File: config.mk
export PLATFORM = sky130hd
export DESIGN_NAME = gf64_poly_mac_f9
export DESIGN_NICKNAME = d
export VERILOG_FILES = /design/src/rtl/f9mac_pkg.sv /design/src/rtl/f9mac_gfmul.sv /design/src/rtl/gf64_poly_mac_f9.sv
export VERILOG_INCLUDE_DIRS = /design/src /design/src/rtl
export SDC_FILE = /design/constraint.sdc
export NUM_CORES = 2
export LEC_CHECK = 0
export BUFFER_PORTS_ARGS = -buffer_cell sky130_fd_sc_hd__buf_2
export CORE_UTILIZATION = 30
export CTS_BUF_LIST = sky130_fd_sc_hd__clkbuf_16
export DETAILED_ROUTE_END_ITERATION = 8
export GPL_ROUTABILITY_DRIVEN = 0
export GPL_TIMING_DRIVEN = 0
export PLACE_DENSITY = 0.47
export SKIP_LAST_GASP = 1
export SLEW_MARGIN = 15
export SYNTH_ARGS = -nofsm -noshare
export SYNTH_HDL_FRONTEND = slang
export SYNTH_HIERARCHICAL = 1
export SYNTH_SLANG_ARGS = --single-unit
File: constraint.sdc
create_clock -name aclk -period 6.2 [get_ports aclk]
set_input_delay 0.31 -clock aclk [delete_from_list [all_inputs] [get_ports aclk]]
set_output_delay 0.31 -clock aclk [all_outputs]
set_load 0.01 [all_outputs]
File: src/rtl/assert_macros.svh
// Assertion helpers; every check is clocked on aclk and held off during reset.
`ifndef ASSERT_MACROS_SVH
`define ASSERT_MACROS_SVH

// Property must hold at every edge outside reset.
`define ASSERT_ALWAYS(label, prop) \
    label: assert property (@(posedge aclk) disable iff (!aresetn) (prop)) \
        else $error("assertion failed");

// Trigger at one edge implies the consequent at the next edge.
`define ASSERT_NEXT(label, trig, cons) \
    label: assert property (@(posedge aclk) disable iff (!aresetn) (trig) |=> (cons)) \
        else $error("assertion failed");

`endif

File: src/rtl/f9mac_pkg.sv
package f9mac_pkg;

    localparam int WORD_W     = 64;
    localparam int DIGIT_W    = 8;
    localparam int STEPS      = WORD_W / DIGIT_W;
    localparam int STEP_CNT_W = $clog2(STEPS);
    localparam int VB_W       = 7;
    localparam int LEN_W      = 32;
    localparam int MAC_W      = 32;
    localparam int IN_DATA_W  = 72;

    // x^64 = x^4 + x^3 + x + 1
    localparam logic [DIGIT_W-1:0] POLY_LOW = 8'h1b;
    localparam logic [VB_W-1:0]    FULL_VB  = 7'd64;

    // register indexes on the config port
    localparam logic [1:0] REG_EVAL_KEY_P  = 2'd0;
    localparam logic [1:0] REG_FINAL_KEY_Q = 2'd1;
    localparam logic [1:0] REG_OUTPUT_MASK = 2'd2;

    typedef struct packed {
        logic busy;
        logic done;
    } mul_stat_t;

    // one digit step: r * x^8 + v * d, reduced
    function automatic logic [WORD_W-1:0] gf_step(
        input logic [WORD_W-1:0]  r,
        input logic [WORD_W-1:0]  v,
        input logic [DIGIT_W-1:0] d
    );
        logic [WORD_W+DIGIT_W-1:0] wide;
        logic [DIGIT_W-1:0]        hi;
        logic [DIGIT_W+3:0]        red;
        wide = {r, {DIGIT_W{1'b0}}};
        for (int i = 0; i < DIGIT_W; i++) begin
            if (d[i]) begin
                wide = wide ^ ({{DIGIT_W{1'b0}}, v} << i);
            end
        end
        hi  = wide[WORD_W+DIGIT_W-1:WORD_W];
        red = '0;
        for (int i = 0; i < DIGIT_W; i++) begin
            if (hi[i]) begin
                red = red ^ ({4'h0, POLY_LOW} << i);
            end
        end
        return wide[WORD_W-1:0] ^ {{(WORD_W-DIGIT_W-4){1'b0}}, red};
    endfunction

endpackage

File: src/rtl/f9mac_gfmul.sv
module f9mac_gfmul
    import f9mac_pkg::*;
(
    input  logic              aclk,
    input  logic              aresetn,
    input  logic              start,
    input  logic [WORD_W-1:0] op_v,
    input  logic [WORD_W-1:0] op_k,
    output mul_stat_t         stat,
    output logic [WORD_W-1:0] result
);

    logic [WORD_W-1:0]     r_reg;
    logic [WORD_W-1:0]     v_reg;
    logic [WORD_W-1:0]     k_reg;
    logic [STEP_CNT_W-1:0] cnt_reg;
    logic                  busy_reg;
    logic                  done_reg;

    // key digits shift out MSB first, one per cycle while busy
    always_ff @(posedge aclk) begin
        if (!aresetn) begin
            busy_reg <= 1'b0;
            done_reg <= 1'b0;
            cnt_reg  <= '0;
        end else if (start) begin
            busy_reg <= 1'b1;
            done_reg <= 1'b0;
            cnt_reg  <= '0;
        end else if (busy_reg) begin
            cnt_reg <= cnt_reg + STEP_CNT_W'(1);
            if (cnt_reg == STEP_CNT_W'(STEPS - 1)) begin
                busy_reg <= 1'b0;
                done_reg <= 1'b1;
            end
        end else begin
            done_reg <= 1'b0;
        end
    end

    always_ff @(posedge aclk) begin
        if (start) begin
            r_reg <= '0;
            v_reg <= op_v;
            k_reg <= op_k;
        end else if (busy_reg) begin
            r_reg <= gf_step(r_reg, v_reg, k_reg[WORD_W-1 -: DIGIT_W]);
            k_reg <= {k_reg[WORD_W-DIGIT_W-1:0], {DIGIT_W{1'b0}}};
        end
    end

    assign stat.busy = busy_reg;
    assign stat.done = done_reg;
    assign result    = r_reg;

endmodule

File: src/rtl/gf64_poly_mac_f9.sv
// Channel   | Dir | Beat contents
// s_ (in)   | in  | tdata[63:0] block, tdata[70:64] valid_bits; tlast = last
// m_ (out)  | out | tdata[31:0] mac, one beat per message
// cfg_      | in  | write-only: 0 eval_key_p, 1 final_key_q, 2 output_mask
//
// Non-final beat: load + 8 digit steps + fold, using the 8-bit digit-serial
// GF(2^64) multiplier, which is shared by both products.
// Final beat: two multiplies back to back, then the output load of the tag.
// Reset (aresetn low, synchronous) clears the accumulator, bit count, keys.
// The tag sits in an output register; a new message is taken while it waits.
// A stalled tag only blocks the next final beat from finishing.
`include "assert_macros.svh"

module gf64_poly_mac_f9
    import f9mac_pkg::*;
(
    input  logic                 aclk,
    input  logic                 aresetn,
    // config write port
    input  logic                 cfg_we,
    input  logic [1:0]           cfg_addr,
    input  logic [WORD_W-1:0]    cfg_wdata,
    // message blocks
    input  logic                 s_tvalid,
    output logic                 s_tready,
    input  logic [IN_DATA_W-1:0] s_tdata,   // [63:0] block, [70:64] valid_bits, [71] zero
    input  logic                 s_tlast,
    // tag
    output logic                 m_tvalid,
    input  logic                 m_tready,
    output logic [MAC_W-1:0]     m_tdata    // [31:0] mac
);

    localparam logic [1:0] ST_IDLE = 2'd0;
    localparam logic [1:0] ST_MUL1 = 2'd1;  // (acc ^ block) * P
    localparam logic [1:0] ST_MUL2 = 2'd2;  // (acc ^ len) * Q
    localparam logic [1:0] ST_FIN  = 2'd3;  // tag waiting for the output register

    logic [1:0]        state_reg, state_next;
    logic [WORD_W-1:0] acc_reg, acc_next;
    logic [LEN_W-1:0]  bitcnt_reg, bitcnt_next;
    logic              last_reg, last_next;
    logic [WORD_W-1:0] p_reg;
    logic [WORD_W-1:0] q_reg;
    logic [MAC_W-1:0]  mask_reg;
    logic              m_tvalid_reg, m_tvalid_next;
    logic [MAC_W-1:0]  m_tdata_reg, m_tdata_next;

    logic              mul_start;
    logic [WORD_W-1:0] mul_v;
    logic [WORD_W-1:0] mul_k;
    logic [WORD_W-1:0] mul_res;
    mul_stat_t         mul_stat;

    logic              in_accept;
    logic              out_load;
    logic              out_free;
    logic [VB_W-1:0]   vb_raw;
    logic [VB_W-1:0]   vb_eff;
    logic [VB_W-1:0]   add_bits;
    logic [WORD_W-1:0] keep;
    logic [LEN_W:0]    cnt_sum;

    f9mac_gfmul u_mul (
        .aclk    (aclk),
        .aresetn (aresetn),
        .start   (mul_start),
        .op_v    (mul_v),
        .op_k    (mul_k),
        .stat    (mul_stat),
        .result  (mul_res)
    );

    assign s_tready  = (state_reg == ST_IDLE);
    assign in_accept = s_tvalid && s_tready;
    assign out_free  = !m_tvalid_reg || m_tready;

    // zero or anything past 64 means a full block
    assign vb_raw   = s_tdata[WORD_W+VB_W-1:WORD_W];
    assign vb_eff   = (vb_raw == '0 || vb_raw > FULL_VB) ? FULL_VB : vb_raw;
    assign add_bits = s_tlast ? vb_eff : FULL_VB;
    assign keep     = s_tlast ? ~({WORD_W{1'b1}} >> vb_eff) : {WORD_W{1'b1}};
    assign cnt_sum  = {1'b0, bitcnt_reg} + {{(LEN_W+1-VB_W){1'b0}}, add_bits};

    always_comb begin
        state_next    = state_reg;
        acc_next      = acc_reg;
        bitcnt_next   = bitcnt_reg;
        last_next     = last_reg;
        m_tvalid_next = m_tvalid_reg;
        m_tdata_next  = m_tdata_reg;
        mul_start     = 1'b0;
        mul_v         = acc_reg ^ (s_tdata[WORD_W-1:0] & keep);
        mul_k         = p_reg;
        out_load      = 1'b0;

        if (m_tvalid_reg && m_tready) begin
            m_tvalid_next = 1'b0;
        end

        unique case (state_reg)
            ST_IDLE: begin
                if (in_accept) begin
                    mul_start   = 1'b1;
                    last_next   = s_tlast;
                    // saturating length count
                    bitcnt_next = cnt_sum[LEN_W] ? {LEN_W{1'b1}} : cnt_sum[LEN_W-1:0];
                    state_next  = ST_MUL1;
                end
            end
            ST_MUL1: begin
                if (mul_stat.done) begin
                    acc_next = mul_res;
                    if (last_reg) begin
                        mul_start  = 1'b1;
                        mul_v      = mul_res ^ {{(WORD_W-LEN_W){1'b0}}, bitcnt_reg};
                        mul_k      = q_reg;
                        state_next = ST_MUL2;
                    end else begin
                        state_next = ST_IDLE;
                    end
                end
            end
            ST_MUL2: begin
                if (mul_stat.done) begin
                    state_next = ST_FIN;
                end
            end
            ST_FIN: begin
                // product holds in the multiplier until the tag can leave
                if (out_free) begin
                    out_load = 1'b1;
                end
            end
            default: begin
                state_next = ST_IDLE;
            end
        endcase

        if (out_load) begin
            m_tvalid_next = 1'b1;
            m_tdata_next  = mul_res[WORD_W-1:WORD_W-MAC_W] ^ mask_reg;
            acc_next      = '0;
            bitcnt_next   = '0;
            state_next    = ST_IDLE;
        end
    end

    always_ff @(posedge aclk) begin
        if (!aresetn) begin
            state_reg    <= ST_IDLE;
            acc_reg      <= '0;
            bitcnt_reg   <= '0;
            last_reg     <= 1'b0;
            m_tvalid_reg <= 1'b0;
        end else begin
            state_reg    <= state_next;
            acc_reg      <= acc_next;
            bitcnt_reg   <= bitcnt_next;
            last_reg     <= last_next;
            m_tvalid_reg <= m_tvalid_next;
        end
    end

    always_ff @(posedge aclk) begin
        m_tdata_reg <= m_tdata_next;
    end

    // key registers
    always_ff @(posedge aclk) begin
        if (!aresetn) begin
            p_reg    <= '0;
            q_reg    <= '0;
            mask_reg <= '0;
        end else if (cfg_we) begin
            unique case (cfg_addr)
                REG_EVAL_KEY_P:  p_reg    <= cfg_wdata;
                REG_FINAL_KEY_Q: q_reg    <= cfg_wdata;
                REG_OUTPUT_MASK: mask_reg <= cfg_wdata[MAC_W-1:0];
                default: ;
            endcase
        end
    end

    assign m_tvalid = m_tvalid_reg;
    assign m_tdata  = m_tdata_reg;

    // input only taken with the multiplier free
    `ASSERT_ALWAYS(a_ready_mul_idle, !s_tready || !mul_stat.busy)
    // a product only completes inside a multiply state
    `ASSERT_ALWAYS(a_done_in_mul, !mul_stat.done || state_reg == ST_MUL1 || state_reg == ST_MUL2)
    // emitting a tag clears the message state
    `ASSERT_NEXT(a_tag_clears, out_load, acc_reg == '0 && bitcnt_reg == '0 && m_tvalid_reg)
    // a second multiply is only ever started for a final block
    `ASSERT_ALWAYS(a_mul2_last, state_reg != ST_MUL2 || last_reg)

endmodule

==> out/qor.yml <==
worst_setup_path:
  critPathLaunchType: "register"
  arrival_ns: 5.35
  crit_path_end_kind: "register"
  worstPathMaxFanout: 25
  crit_path_frequent_cell: "clkbuf_1"
  required_ns: 6.56
  critPathKind: "reg -> reg"
  cpPeakStageDelay_ns: 0.72
  crit_slowest_cell: "clkbuf_1"
  crit_chain: "inv_1 > ha_1 > and2_1 > nand2_1 > clkbuf_2 > clkbuf_1 > buf_1 > nand2_4 > clkbuf_1 > clkbuf_1 > buf_1 > mux2_2"
sta:
  post-route-period-util_pct: 80.48
  grt_setup_unrepaired: "false"
  post-route-min-period_ns: 4.989
  finalSetupTns_ns: 0
  max_freq_mhz: 200.4
  fin_skew_ns: 0.08170
  setup-violations-final: 0
  relSlewSlack_pct: 16.58
  worst_slew_pin_slew_ns: 1.251
  finalMaxSlewViolations: 0
  hold_violations: 0
drt:
  wire_per_inst_um: 20.58
  routed_wl_um: 101400
  remaining_drc_errors: 0
  num_vias: 23410
  drtIter0Drc: 1848
  via_per_inst: 4.749
  ant_nets: 0
  drtPass1Iterations: 5
global_routing:
  grt_pass1_wl_um: 147700
  antenna_found_initial: 8
  gr-usage-all-layers_pct: 20.73
  grt_pass1_vias: 22180
  grt_max_degree: 44
  overflow: 0
power:
  irDropWorstVdd_v: 0.0002642
  power_density_nw_per_um2: 364.5
  leakagePower_nw: 12.70
clock_tree:
  cts_resized: 0
  ctsHtreeMaxLevel: 2
  cts_buffer_depth: 3
  root_buffer: "clkbuf_16"
  cts_sinks: 489
  clkTransAtPathRegs_ns: 0.06
  clk_latency_ns: 0.66
  cts_hold_buf: 65
  cts_tree: "done"
  cts_buffers: 56
  cts.repair_timing.setup_buffer_count: 0
layout:
  mostFrequentLayoutCell: "nand2_1"
  final_cell_mix: "nand2_1, xnor2_1, dfxtp_1"
  multi_input_area_um2: 16090
  fin_area_um2: 33670
  ff_latch_area_um2: 11390
  area_growth_pct: 17.94
  num-fill-cells: 9728
  final_layout_size_suffix_gt1_share_pct: 11.67
  fin_nets: 3787
place:
  post_dp_cell_area_um2: 31080
  io_buffers: 174
  dp_hpwl_um: 76110
synth:
  syn_inst: 3325
  synth_area_um2: 28550
  syn-num-nets: 3484
  syn_avg_cell_area_um2: 8.585
  yosysWarnings: 6
floorplan:
  fp.dieArea_um2: 96390
  row_count: 112
  coreArea_um2: 93750
  io_pins: 178
  fp.dieW_um: 310.5
  initial_core_util_pct: 30.45
  die_h_um: 310.5
outcome:
  status: "completed"
worst_hold_path:
  hold_path.class: "in -> reg"
job:
  max_cap_viol_count: 0
-- power by group --
| part | switching, mW | total [mW] | internal (mW) |
|---|---|---|---|
| sequential | 0.476 | 4.21 | 3.74 |
| clock | 1.44 | 3.47 | 2.03 |
| combinational | 2.48 | 4.59 | 2.12 |
-- final timing paths --
path / start / endpoint / slack, ns / depth (start not counted)
worst max-delay path: state_reg[1] / u_mul/k_reg[10] / 1.21 / 12
worst min-delay path: s_tlast / last_reg / 0.04 / 3
worst max register to register: state_reg[1] / u_mul/k_reg[10] / 1.21 / 12
worst min register to register: q_reg[40] / q_reg[40] / 0.46 / 2
-- layer usage --
layer  GRT usage (%)  share of wire [%]  vias up
li1                -                  -    11400
met1           29.65                 47    11260
met2           31.91                 44      622
met3           2.656                5.1      123
met4           7.080                3.4        6
met5               0              0.035        -
-- critical path: cells and delay by family, from the launching register on --
| family | cells | cell delay (ns) |
|---|---|---|
| buffers and inverters | 7 | 2.90 |
| AND/OR/NAND/NOR | 3 | 0.83 |
| multiplexers | 1 | 0.43 |
| adder cells (fa/ha/maj) | 1 | 0.21 |
| flip-flops | 1 | 0.34 |
-- per-stage QoR --
stage	instances	power (mW)	hold slack (ns)	utilization (%)	setup WS, ns
6_report	4930	12.27	0.03764	35.91	1.211
5_1_grt	4929	12.87	0.04420	35.91	1.018
4_1_cts	4929	12.36	0.0001492	35.91	1.148
3_5_place_dp	4759	8.796	0.4546	33.16	1.109
3_3_place_gp	4753	8.788	0.4492	33.05	-1.638
2_1_floorplan	3325	7.526	0.4275	-	1.551
-- cell type report --
| type | instances | share of cell area, % |
|---|---|---|
| antenna | 1 | 0.007433 |
| buffer | 265 | 3.088 |
| clock buffer | 56 | 4.162 |
| clock inverter | 49 | 1.568 |
| inverter | 10 | 0.1115 |
| multi-input combinational | 2561 | 47.79 |
| sequential | 489 | 33.84 |
| tap | 1254 | 4.660 |
| timing repair buffer | 245 | 4.772 |
(Power assumes the default switching activity.)
